[src/hdl/sbma_pkg.sv]
// Shared types, codes and helpers of the block map allocator.
`timescale 1ns / 1ps
package sbma_pkg;
	localparam int MapEntriesDef = 256;
	localparam int BlockBytesDef = 16;

	localparam int OP_W    = 2;
	localparam int SIZE_W  = 13;
	localparam int ALIGN_W = 4;
	localparam int BIDX_W  = 8;
	localparam int STAT_W  = 2;
	localparam int RIDX_W  = 8;
	localparam int CNTO_W  = 9;
	localparam int ID_W    = 8;
	localparam int QUO_W   = 14;
	localparam int WIDE_W  = 16;

	typedef logic [ID_W-1:0] seg_id_t;

	typedef struct packed {
		logic busy;
		logic done;
	} div_stat_t;

	localparam logic [OP_W-1:0] OP_ALLOC  = 2'd0;
	localparam logic [OP_W-1:0] OP_FREE   = 2'd1;
	localparam logic [OP_W-1:0] OP_RESIZE = 2'd2;

	localparam logic [STAT_W-1:0] STAT_OK       = 2'd0;
	localparam logic [STAT_W-1:0] STAT_NOSPACE  = 2'd1;
	localparam logic [STAT_W-1:0] STAT_NULL     = 2'd2;
	localparam logic [STAT_W-1:0] STAT_NOTALLOC = 2'd3;

	localparam seg_id_t ID_FREE = '0;

	// Step past zero and the right neighbor; two steps always suffice.
	function automatic seg_id_t pick_id(seg_id_t left, seg_id_t right);
		seg_id_t c;
		c = left + 8'd1;
		for (int i = 0; i < 2; i++) begin
			if (c == right || c == ID_FREE) c = c + 8'd1;
		end
		return c;
	endfunction
endpackage

[src/hdl/sbma_ceil_div.sv]
// Ceiling division of a byte size by the block size, by reciprocal multiplication.
`timescale 1ns / 1ps
module sbma_ceil_div #(
	parameter int BLOCK_BYTES = sbma_pkg::BlockBytesDef
) (
	input  logic                         clk,
	input  logic                         arst_n,
	input  logic                         start,
	input  logic [sbma_pkg::SIZE_W-1:0]  size_bytes,
	output sbma_pkg::div_stat_t          stat,
	output logic [sbma_pkg::QUO_W-1:0]   quotient
);
	import sbma_pkg::*;

	// floor(n * RECIP / 2^SH) equals floor(n / BLOCK_BYTES) for every n below 2^QUO_W
	localparam int SH    = QUO_W + $clog2(BLOCK_BYTES);
	localparam int RECIP = (2 ** SH + BLOCK_BYTES - 1) / BLOCK_BYTES;
	localparam int PW    = SH + QUO_W;

	logic [QUO_W-1:0] num;
	logic [PW-1:0]    prod;
	logic [QUO_W-1:0] quo_q;
	logic             done_q;

	// round up: add block size minus one
	assign num  = QUO_W'(size_bytes) + QUO_W'(BLOCK_BYTES - 1);
	assign prod = PW'(num) * PW'(RECIP);

	always_ff @(posedge clk or negedge arst_n) begin
		if (!arst_n) begin
			quo_q  <= '0;
			done_q <= 1'b0;
		end else begin
			done_q <= start;
			if (start) quo_q <= prod[SH +: QUO_W];
		end
	end

	assign stat.busy = 1'b0;
	assign stat.done = done_q;
	assign quotient  = quo_q;
endmodule

[src/hdl/segment_id_block_map_allocator_unit.sv]
// Top level of the segment-id block map allocator (next fit, one region).
//
//   channel  dir  handshake             payload
//   request  in   in_valid / in_stall   opcode size_bytes align_log2 block_index index_valid
//   result   out  out_valid / out_stall status result_index moved copy_blocks blocks_used
//
// One request at a time. A request first has its size rounded, then reads and
// writes map entries; every entry read takes a read state and a check state
// (single registered read port). A worst-case allocate walks about 2 * MAP_ENTRIES
// entries. After reset the map is swept to zero, one entry per cycle, with in_stall
// high. A stalled result is held in the output register; the sequencer
// waits at its end until the register is free.
`timescale 1ns / 1ps
module segment_id_block_map_allocator_unit #(
	parameter int MAP_ENTRIES = sbma_pkg::MapEntriesDef,
	parameter int BLOCK_BYTES = sbma_pkg::BlockBytesDef
) (
	input  logic                          clk,
	input  logic                          arst_n,
	input  logic                          in_valid,
	output logic                          in_stall,
	input  logic [sbma_pkg::OP_W-1:0]     opcode,
	input  logic [sbma_pkg::SIZE_W-1:0]   size_bytes,
	input  logic [sbma_pkg::ALIGN_W-1:0]  align_log2,
	input  logic [sbma_pkg::BIDX_W-1:0]   block_index,
	input  logic                          index_valid,
	output logic                          out_valid,
	input  logic                          out_stall,
	output logic [sbma_pkg::STAT_W-1:0]   status,
	output logic [sbma_pkg::RIDX_W-1:0]   result_index,
	output logic                          moved,
	output logic [sbma_pkg::CNTO_W-1:0]   copy_blocks,
	output logic [sbma_pkg::CNTO_W-1:0]   blocks_used
);
	import sbma_pkg::*;

	localparam int IDX_W = $clog2(MAP_ENTRIES);
	localparam int XW    = $clog2(MAP_ENTRIES + 1);
	localparam int WW    = WIDE_W;

	// sequencer states
	localparam logic [4:0] S_CLEAR  = 5'd0;
	localparam logic [4:0] S_IDLE   = 5'd1;
	localparam logic [4:0] S_DIV    = 5'd2;
	localparam logic [4:0] S_OWN    = 5'd3;
	localparam logic [4:0] S_CL_RD  = 5'd4;
	localparam logic [4:0] S_CL_CHK = 5'd5;
	localparam logic [4:0] S_G1_RD  = 5'd6;
	localparam logic [4:0] S_G1_CHK = 5'd7;
	localparam logic [4:0] S_G2_RD  = 5'd8;
	localparam logic [4:0] S_G2_CHK = 5'd9;
	localparam logic [4:0] S_NX_RD  = 5'd10;
	localparam logic [4:0] S_NX_CHK = 5'd11;
	localparam logic [4:0] S_LF_RD  = 5'd12;
	localparam logic [4:0] S_LF_CHK = 5'd13;
	localparam logic [4:0] S_RT_RD  = 5'd14;
	localparam logic [4:0] S_RT_CHK = 5'd15;
	localparam logic [4:0] S_FILL   = 5'd16;
	localparam logic [4:0] S_C_INIT = 5'd17;
	localparam logic [4:0] S_C_TOP  = 5'd18;
	localparam logic [4:0] S_C_CHK  = 5'd19;
	localparam logic [4:0] S_C_RUN  = 5'd20;
	localparam logic [4:0] S_C_RCHK = 5'd21;
	localparam logic [4:0] S_DONE   = 5'd22;

	logic [4:0]         state_q;

	// request fields
	logic [OP_W-1:0]    op_q;
	logic [SIZE_W-1:0]  size_q;
	logic [ALIGN_W-1:0] align_q;
	logic [IDX_W-1:0]   bi_q;
	logic               vld_q;
	logic               bi_ok_q;
	logic [QUO_W-1:0]   need_q;

	// walk state
	logic [XW-1:0]      x_q;
	logic [XW-1:0]      y_q;
	logic [XW-1:0]      x0_q;
	logic [XW-1:0]      fill_hi_q;
	logic               wrapped_q;
	seg_id_t            id_q;
	seg_id_t            left_q;
	seg_id_t            fval_q;
	logic               ctx_claim_q;
	logic               ret_claim_q;
	logic               reloc_q;
	logic [XW-1:0]      len_q;
	logic [XW-1:0]      old_len_q;

	// allocator state
	logic [IDX_W-1:0]   sp_q;
	logic [XW-1:0]      used_q;

	// result in progress
	logic [STAT_W-1:0]  r_status_q;
	logic [IDX_W-1:0]   r_res_q;
	logic               r_moved_q;
	logic [XW-1:0]      r_copy_q;

	// output register
	logic               out_valid_q;
	logic [STAT_W-1:0]  o_status_q;
	logic [RIDX_W-1:0]  o_res_q;
	logic               o_moved_q;
	logic [CNTO_W-1:0]  o_copy_q;
	logic [CNTO_W-1:0]  o_used_q;

	// block map memory
	seg_id_t            map_mem [MAP_ENTRIES];
	seg_id_t            rd_data_q;
	logic [IDX_W-1:0]   rd_addr;
	logic [IDX_W-1:0]   wr_addr;
	seg_id_t            wr_data;
	logic               wr_en;

	// size rounding
	logic               div_start;
	div_stat_t          div_stat;
	logic [QUO_W-1:0]   div_quo;

	logic               accept;

	// address arithmetic in one wide width; the byte alignment check in 32 bits
	logic [WW-1:0]      w_x, w_bi, w_need, w_m, span, xy, xn, free_cnt, sp_t, sp_n;
	logic               x_lt_m, dist_lt_rb, xy_lt_m, y_lt_need, xn_lt_m, wrap_stop;
	logic [31:0]        byte_addr, amask;
	logic               aligned;

	sbma_ceil_div #(.BLOCK_BYTES(BLOCK_BYTES)) u_div (
		.clk        (clk),
		.arst_n     (arst_n),
		.start      (div_start),
		.size_bytes (size_bytes),
		.stat       (div_stat),
		.quotient   (div_quo)
	);

	assign accept    = in_valid && (state_q == S_IDLE);
	assign div_start = accept;
	assign in_stall  = (state_q != S_IDLE);

	assign w_x       = WW'(x_q);
	assign w_bi      = WW'(bi_q);
	assign w_need    = WW'(need_q);
	assign w_m       = WW'(MAP_ENTRIES);
	assign span      = w_x - w_bi;
	assign xy        = w_x + WW'(y_q);
	assign xn        = w_x + w_need;
	assign free_cnt  = w_m - WW'(used_q);
	assign x_lt_m    = w_x < w_m;
	assign dist_lt_rb = span < w_need;
	assign xy_lt_m   = xy < w_m;
	assign y_lt_need = WW'(y_q) < w_need;
	assign xn_lt_m   = xn < w_m;
	assign wrap_stop = wrapped_q && (w_x > WW'(sp_q));

	// start byte of a candidate run against the requested alignment
	assign byte_addr = 32'(x_q) * 32'(BLOCK_BYTES);
	assign amask     = (align_q == '0) ? '0 : ((32'd1 << align_q) - 32'd1);
	assign aligned   = (byte_addr & amask) == '0;

	// next search pointer: start + blocks - 2, modulo the map size
	assign sp_t = xn + w_m - WW'(2);
	assign sp_n = (sp_t >= w_m) ? sp_t - w_m : sp_t;

	always_comb begin
		unique case (state_q)
			S_DIV:   rd_addr = bi_q;
			S_C_RUN: rd_addr = xy[IDX_W-1:0];
			S_RT_RD: rd_addr = xn[IDX_W-1:0];
			S_LF_RD: rd_addr = ctx_claim_q ? x_q[IDX_W-1:0] - IDX_W'(1) : bi_q - IDX_W'(1);
			default: rd_addr = x_q[IDX_W-1:0];
		endcase
	end

	always_comb begin
		wr_addr = x_q[IDX_W-1:0];
		wr_data = ID_FREE;
		wr_en   = 1'b0;
		unique case (state_q)
			S_CLEAR:  wr_en = 1'b1;
			S_CL_CHK: wr_en = (rd_data_q == id_q);
			S_FILL: begin
				wr_en   = 1'b1;
				wr_data = fval_q;
			end
			default: wr_en = 1'b0;
		endcase
	end

	always_ff @(posedge clk) begin
		if (wr_en) map_mem[wr_addr] <= wr_data;
		rd_data_q <= map_mem[rd_addr];
	end

	always_ff @(posedge clk or negedge arst_n) begin
		if (!arst_n) begin
			state_q     <= S_CLEAR;
			op_q        <= '0;
			size_q      <= '0;
			align_q     <= '0;
			bi_q        <= '0;
			vld_q       <= 1'b0;
			bi_ok_q     <= 1'b0;
			need_q      <= '0;
			x_q         <= '0;
			y_q         <= '0;
			x0_q        <= '0;
			fill_hi_q   <= '0;
			wrapped_q   <= 1'b0;
			id_q        <= ID_FREE;
			left_q      <= ID_FREE;
			fval_q      <= ID_FREE;
			ctx_claim_q <= 1'b0;
			ret_claim_q <= 1'b0;
			reloc_q     <= 1'b0;
			len_q       <= '0;
			old_len_q   <= '0;
			sp_q        <= IDX_W'(MAP_ENTRIES - 1);
			used_q      <= '0;
			r_status_q  <= STAT_OK;
			r_res_q     <= '0;
			r_moved_q   <= 1'b0;
			r_copy_q    <= '0;
			out_valid_q <= 1'b0;
			o_status_q  <= STAT_OK;
			o_res_q     <= '0;
			o_moved_q   <= 1'b0;
			o_copy_q    <= '0;
			o_used_q    <= '0;
		end else begin
			// drop the result once taken; the final state reloads it itself
			if (out_valid_q && !out_stall && state_q != S_DONE) out_valid_q <= 1'b0;

			unique case (state_q)
				S_CLEAR: begin
					x_q <= x_q + XW'(1);
					if (w_x == w_m - WW'(1)) state_q <= S_IDLE;
				end

				S_IDLE: begin
					if (accept) begin
						op_q       <= opcode;
						size_q     <= size_bytes;
						align_q    <= align_log2;
						bi_q       <= IDX_W'(block_index);
						vld_q      <= index_valid;
						bi_ok_q    <= WW'(block_index) < w_m;
						r_status_q <= STAT_OK;
						r_res_q    <= '0;
						r_moved_q  <= 1'b0;
						r_copy_q   <= '0;
						reloc_q    <= 1'b0;
						state_q    <= S_DIV;
					end
				end

				S_DIV: begin
					if (div_stat.done) begin
						need_q <= div_quo;
						case (op_q)
							OP_ALLOC: begin
								if (size_q == '0) begin
									r_status_q <= STAT_NULL;
									state_q    <= S_DONE;
								end else begin
									state_q <= S_C_INIT;
								end
							end
							OP_FREE: begin
								if (!vld_q) begin
									state_q <= S_DONE;
								end else if (!bi_ok_q) begin
									r_status_q <= STAT_NOTALLOC;
									state_q    <= S_DONE;
								end else begin
									state_q <= S_OWN;
								end
							end
							OP_RESIZE: begin
								if (!vld_q) begin
									// null resize is a plain allocate
									align_q <= '0;
									if (size_q == '0) begin
										r_status_q <= STAT_NULL;
										state_q    <= S_DONE;
									end else begin
										state_q <= S_C_INIT;
									end
								end else if (!bi_ok_q) begin
									r_status_q <= STAT_NOTALLOC;
									state_q    <= S_DONE;
								end else begin
									state_q <= S_OWN;
								end
							end
							default: state_q <= S_DONE;
						endcase
					end
				end

				S_OWN: begin
					id_q        <= rd_data_q;
					x_q         <= XW'(bi_q);
					len_q       <= '0;
					ret_claim_q <= 1'b0;
					if (rd_data_q == ID_FREE) begin
						r_status_q <= STAT_NOTALLOC;
						state_q    <= S_DONE;
					end else if (op_q == OP_FREE) begin
						state_q <= S_CL_RD;
					end else if (size_q == '0) begin
						r_status_q <= STAT_NULL;
						state_q    <= S_CL_RD;
					end else begin
						state_q <= S_G1_RD;
					end
				end

				// clear the run of id_q from x_q onward
				S_CL_RD: begin
					if (x_lt_m) begin
						state_q <= S_CL_CHK;
					end else if (ret_claim_q) begin
						old_len_q <= len_q;
						state_q   <= S_C_INIT;
					end else begin
						state_q <= S_DONE;
					end
				end

				S_CL_CHK: begin
					if (rd_data_q == id_q) begin
						used_q  <= used_q - XW'(1);
						len_q   <= len_q + XW'(1);
						x_q     <= x_q + XW'(1);
						state_q <= S_CL_RD;
					end else if (ret_claim_q) begin
						old_len_q <= len_q;
						state_q   <= S_C_INIT;
					end else begin
						state_q <= S_DONE;
					end
				end

				// resize: walk the segment up to the new length
				S_G1_RD: begin
					if (x_lt_m && dist_lt_rb) begin
						state_q <= S_G1_CHK;
					end else if (!dist_lt_rb) begin
						// shrink in place: cut the tail
						x0_q    <= x_q;
						r_res_q <= bi_q;
						state_q <= S_CL_RD;
					end else begin
						x0_q    <= x_q;
						state_q <= S_G2_RD;
					end
				end

				S_G1_CHK: begin
					if (rd_data_q == id_q) begin
						x_q     <= x_q + XW'(1);
						state_q <= S_G1_RD;
					end else begin
						x0_q    <= x_q;
						state_q <= S_G2_RD;
					end
				end

				// resize: extend over the free blocks that follow
				S_G2_RD: begin
					if (x_lt_m && dist_lt_rb) begin
						state_q <= S_G2_CHK;
					end else if (!dist_lt_rb) begin
						used_q    <= used_q + (x_q - x0_q);
						r_res_q   <= bi_q;
						fill_hi_q <= x_q;
						if (x_lt_m) begin
							state_q <= S_NX_RD;
						end else begin
							x_q     <= x0_q;
							fval_q  <= id_q;
							state_q <= S_FILL;
						end
					end else begin
						x_q         <= XW'(bi_q);
						align_q     <= '0;
						ret_claim_q <= 1'b1;
						reloc_q     <= 1'b1;
						state_q     <= S_CL_RD;
					end
				end

				S_G2_CHK: begin
					if (rd_data_q == ID_FREE) begin
						x_q     <= x_q + XW'(1);
						state_q <= S_G2_RD;
					end else begin
						// no room in place: free and allocate again
						x_q         <= XW'(bi_q);
						align_q     <= '0;
						ret_claim_q <= 1'b1;
						reloc_q     <= 1'b1;
						state_q     <= S_CL_RD;
					end
				end

				S_NX_RD: state_q <= S_NX_CHK;

				S_NX_CHK: begin
					if (rd_data_q == id_q) begin
						// would merge with the next segment: recolor the whole run
						ctx_claim_q <= 1'b0;
						state_q     <= S_LF_RD;
					end else begin
						x_q     <= x0_q;
						fval_q  <= id_q;
						state_q <= S_FILL;
					end
				end

				S_LF_RD: state_q <= S_LF_CHK;

				S_LF_CHK: begin
					if (ctx_claim_q) begin
						left_q  <= (x_q == '0) ? ID_FREE : rd_data_q;
						state_q <= S_RT_RD;
					end else begin
						fval_q  <= pick_id((bi_q == '0) ? ID_FREE : rd_data_q, id_q);
						x_q     <= XW'(bi_q);
						state_q <= S_FILL;
					end
				end

				S_RT_RD: state_q <= S_RT_CHK;

				S_RT_CHK: begin
					fval_q    <= pick_id(left_q, xn_lt_m ? rd_data_q : ID_FREE);
					fill_hi_q <= XW'(xn);
					state_q   <= S_FILL;
				end

				S_FILL: begin
					x_q <= x_q + XW'(1);
					if (w_x + WW'(1) == WW'(fill_hi_q)) state_q <= S_DONE;
				end

				// next-fit search
				S_C_INIT: begin
					x_q       <= XW'(sp_q) + XW'(1);
					y_q       <= '0;
					wrapped_q <= 1'b0;
					if (need_q == '0 || w_need > free_cnt) begin
						r_status_q <= STAT_NOSPACE;
						state_q    <= S_DONE;
					end else begin
						state_q <= S_C_TOP;
					end
				end

				S_C_TOP: begin
					if (!x_lt_m) begin
						if (wrapped_q) begin
							r_status_q <= STAT_NOSPACE;
							state_q    <= S_DONE;
						end else begin
							wrapped_q <= 1'b1;
							x_q       <= '0;
						end
					end else if (wrap_stop) begin
						r_status_q <= STAT_NOSPACE;
						state_q    <= S_DONE;
					end else if (!aligned) begin
						x_q <= x_q + XW'(1);
					end else begin
						state_q <= S_C_CHK;
					end
				end

				S_C_CHK: begin
					if (rd_data_q != ID_FREE) begin
						x_q     <= x_q + XW'(1);
						state_q <= S_C_TOP;
					end else begin
						y_q     <= '0;
						state_q <= S_C_RUN;
					end
				end

				S_C_RUN: begin
					if (y_lt_need && xy_lt_m) begin
						state_q <= S_C_RCHK;
					end else if (!y_lt_need) begin
						// found: claim it
						r_res_q     <= x_q[IDX_W-1:0];
						sp_q        <= IDX_W'(sp_n);
						used_q      <= used_q + XW'(need_q);
						ctx_claim_q <= 1'b1;
						if (reloc_q) begin
							r_moved_q <= 1'b1;
							r_copy_q  <= old_len_q;
						end
						state_q <= S_LF_RD;
					end else begin
						x_q     <= x_q + y_q;
						state_q <= S_C_TOP;
					end
				end

				S_C_RCHK: begin
					if (rd_data_q == ID_FREE) begin
						y_q <= y_q + XW'(1);
					end else begin
						x_q     <= x_q + y_q;
						state_q <= S_C_TOP;
					end
					if (rd_data_q == ID_FREE) state_q <= S_C_RUN;
				end

				S_DONE: begin
					if (!out_valid_q || !out_stall) begin
						out_valid_q <= 1'b1;
						o_status_q  <= r_status_q;
						o_res_q     <= RIDX_W'(r_res_q);
						o_moved_q   <= r_moved_q;
						o_copy_q    <= CNTO_W'(r_copy_q);
						o_used_q    <= CNTO_W'(used_q);
						state_q     <= S_IDLE;
					end
				end

				default: state_q <= S_IDLE;
			endcase
		end
	end

	assign out_valid    = out_valid_q;
	assign status       = o_status_q;
	assign result_index = o_res_q;
	assign moved        = o_moved_q;
	assign copy_blocks  = o_copy_q;
	assign blocks_used  = o_used_q;
endmodule

[config.mk]
export PLATFORM = sky130hd
export DESIGN_NAME = segment_id_block_map_allocator_unit
export DESIGN_NICKNAME = d
export VERILOG_FILES = /design/src/hdl/sbma_pkg.sv /design/src/hdl/sbma_ceil_div.sv /design/src/hdl/segment_id_block_map_allocator_unit.sv
export SDC_FILE = /design/constraint.sdc
export NUM_CORES = 2
export LEC_CHECK = 0
export ABC_AREA = 1
export BUFFER_PORTS_ARGS = -buffer_cell sky130_fd_sc_hd__buf_2
export CAP_MARGIN = 20
export CORE_MARGIN = 8
export CORE_UTILIZATION = 55
export DETAILED_ROUTE_END_ITERATION = 8
export HOLD_SLACK_MARGIN = 0.1
export PLACE_DENSITY = 0.71
export SYNTH_ARGS = -nofsm -noshare
export SYNTH_HDL_FRONTEND = slang
export SYNTH_SLANG_ARGS = --single-unit
export TNS_END_PERCENT = 100
[constraint.sdc]
create_clock -name clk -period 12.6 [get_ports clk]
set_clock_uncertainty 0.2 [all_clocks]
set_input_delay 1.89 -clock clk [delete_from_list [all_inputs] [get_ports clk]]
set_output_delay 1.89 -clock clk [all_outputs]
set_load 0.03 [all_outputs]
==> flow_metrics.tcl <==
set metrics [dict create \
    outcome "finished clean" \
    clk_latency_ns 0.86 \
    drt-total-wl_um 267000 \
    synthSimpleGateAreaFrac_pct 11.7 \
    clockBufferDepth 3 \
    cellLeakagePower_uw 0.0297 \
    die_h_um 438 \
    placementRows 155 \
    place_hpwl_um 158000 \
    die_area_mm2 0.192 \
    worstSetupPathType "flop to flop" \
    post-route-drc-count 0 \
    syn2layout_area_growth_pct 9.37 \
    cp-end-kind "flop" \
    power_frac_clock_pct 44.8 \
    hold_viol_final 0 \
    die_x_um 438 \
    pwr-share-comb_pct 0.4 \
    stdcell_count 10500 \
    initial_core_util_pct 55.1 \
    setup_viol 0 \
    drt_pass1_iterations 6 \
    drtIter0Drc 8370 \
    switching_share_pct 19.8 \
    max_freq_ghz 0.143 \
    grt_pass1_wl_um 401000 \
    cp.arrival_ns 7.61 \
    reg2regPathDepth 20 \
    synth_top_family_by_area "compound AO/OA/AOI/OAI gates" \
    synth-seq-cells 2260 \
    cts.reportedPaths.clkPinSlew_ns 0.06 \
    r2r_slack_ns 5.59 \
    max_slew.worst_pin.slew_ns 1.32 \
    cp-start-kind "flop" \
    cellInternalPower_uw 11800 \
    muxShareOfSynthArea_pct 0.0204 \
    cts-root-buf "clkbuf_16" \
    io_buffers 62 \
    timing.setup.tns_ns 0 \
    fin_util_pct 60.3 \
    p_sw_uw 2920 \
    crit_fanout 245 \
    final_cell_mix "edfxtp_1, nor2_1, o21ai_0" \
    dpl_cell_area_mm2 0.100 \
    r2r_end "rd_data_q[7]" \
    synth-compound-area-share_pct 14.1 \
    place_congestion 0.960 \
    ioPinCount 63 \
    async_flop_share_pct 9.03 \
    antenna_found_initial 4 \
    ys_warn_count 0 \
    drv_cap 0 \
    ctsHoldBuffers 0 \
    fin_ws_ns 5.59 \
    tritoncts "yes" \
    grt_setup_unrepaired "no" \
    synth_cells 8137 \
    min_to "size_q[9]" \
    numClockSinks 2260 \
    max-vdd-ir-drop_uv 131 \
    pre_cts_ws_ns 5.76 \
    reg2reg_from "state_q[1]" \
    ys_seq_area_share_pct 68.1 \
    cts_resized 0 \
    globalRouteOverflowTotal 0 \
    synth_area_mm2 0.0981 \
    syn_area_per_cell_um2 12.1 \
    hold_start "size_q[9]" \
    relSlewSlack_pct 12.0 \
    layout.nets 8129 \
    dp_cells 10100 \
    htree_levels 4 \
    hp-class "flop to flop" \
    ant_nets 0 \
    grt_max_degree 275 \
    final_common_cell "edfxtp_1" \
    powerDensity_mw_per_mm2 137 \
    grt_pass1_vias 63400 \
    post-cts-setup-buffers 0 \
    vias 66200 \
    required_ns 13.19 \
    grt_use_total_pct 27.1 \
    drive_gt1_share_pct 8.41 \
    cts_buffers 218 \
    pwr-share-seq_pct 54.8 \
    synth_xor_area_share_pct 0.670 \
    core_area_mm2 0.178 \
    syn_nets 8282 \
    vias_per_cell 6.29 \
    ys.flop_type "edfxtp_1" \
    slew_viol_final 0 \
    synthAdderAreaFrac_pct 1.53 \
    final_area_mm2 0.107 \
    layout_min_cycle_time_ns 7.01 \
    min_period_over_period_pct 55.7 \
    hold-path-cell-count 2 \
    synth_edf_count 2048 \
    synth_cell_types 72 \
    wl_per_cell_um 25.3 \
]
[kinds of logic after synthesis]
| logic type | count (synthesis) |
|---|---|
| XOR/XNOR | 75 |
| multiplexers | 2 |
| adder cells (fa/ha/maj) | 113 |
| AND/OR/NAND/NOR | 2577 |
| flip-flops | 2260 |
| buffers and inverters | 899 |
| AO/OA/AOI/OAI | 2211 |
[power by group through the flow]
stage / logic, uW / clock network (uW) / registers, uW
2_1_floorplan: 31.4 / 0 / 8220
3_3_place_gp: 60.8 / 0 / 8230
3_5_place_dp: 62.3 / 0 / 8230
4_1_cts: 62.8 / 6650 / 8070
5_1_grt: 71.1 / 6920 / 8060
6_report: 62.4 / 6590 / 8070
[area by class of cell]
cell class                 instances  area, um2
fill                           13700      70600
sequential                      2260      66800
multi-input combinational       4978      27600
clock buffer                     270       5800
tap                             2355       2950
clock inverter                   143       1470
inverter                         372       1450
timing repair buffer             154       1210
antenna                            2       5.00
[synth_stat cells (all sizes together) (2+ instances only)]
master   instances  area share (%)
ha             101             1.3
nand3          396             2.0
nand4           29            0.21
inv            365             1.4
or2            371             2.4
clkinv           7           0.027
o22ai          268             1.7
o31ai            7           0.054
edfxtp        2048              63
o2111ai          9           0.080
xor2            53            0.47
dfstp            8            0.21
o311ai         142             1.3
o21a             3           0.023
a31oi            9           0.057
fa              12            0.24
nand2          557             2.2
a221oi           4           0.036
nor3b            2           0.015
buf            218             1.3
a211oi          15            0.12
o21ai         1032             5.3
a21oi           78            0.40
dfrtp          196             5.0
nand3b           3           0.023
a2111oi          5           0.046
dfxtp            8            0.16
clkbuf         309             1.2
nor3            43            0.22
nor2          1161             4.5
o211ai         414             3.2
mux2i            2           0.020
o32ai            9           0.088
nor4            13           0.083
o21bai         146             1.1
xnor2           22            0.20
o221ai          58            0.52
a22oi            3           0.023
[worst max path at each step]
stage	from	to	cells past startpoint
after detailed placement	state_q[1]	rd_data_q[7]	20
final	state_q[1]	rd_data_q[7]	20
after floorplan	state_q[0]	map_mem[0][0]	7
after global routing	state_q[1]	rd_data_q[7]	20
after global placement	state_q[1]	rd_data_q[7]	20
after CTS	state_q[1]	rd_data_q[7]	20
[layer usage]
metal  up-vias  wire (um)  global-route usage (%)
li1      29700          -                       -
met1     32600     107000                    37.8
met2      3308     122000                    41.8
met3       621      25900                    5.53
met4         2      12000                    11.1
met5         -         16                       0
[critical path, cell delays in order (launching register included)]
cell and delay [ns]:
dfrtp_1 0.47, inv_2 0.12, nor2_4 0.12, nand2_2 0.09, nor2_2 0.48, inv_2 0.32
nand4_4 0.32, nand4_2 0.21, nand2_8 0.43, buf_12 0.68, buf_4 0.84, buf_4 0.83
or2_2 0.24, o211ai_1 0.10, o211ai_1 0.17, o211ai_1 0.12, nand3_1 0.13, nand3_1 0.25
nand3_1 0.34, nand3_1 0.12, nand2_1 0.07
[flip-flops by register name, summed over array words and instances (netlist names), 9 cells and up]
signal and count:
size_q 13, x_q 9, old_len_q 9, y_q 9
map_mem 2048, x0_q 9, r_copy_q 9, copy_blocks 9
u_div.quotient 10, need_q 10, len_q 9, blocks_used 9
fill_hi_q 9, used_q 9
[stage by stage]
step / total power (uW) / hold slack, ns
after floorplan: 8260 / 0.235
after global placement: 8290 / 0.249
after detailed placement: 8290 / 0.260
after CTS: 14800 / 0.277
after global routing: 15100 / 0.298
final: 14700 / 0.273
(Power assumes the default switching activity.)
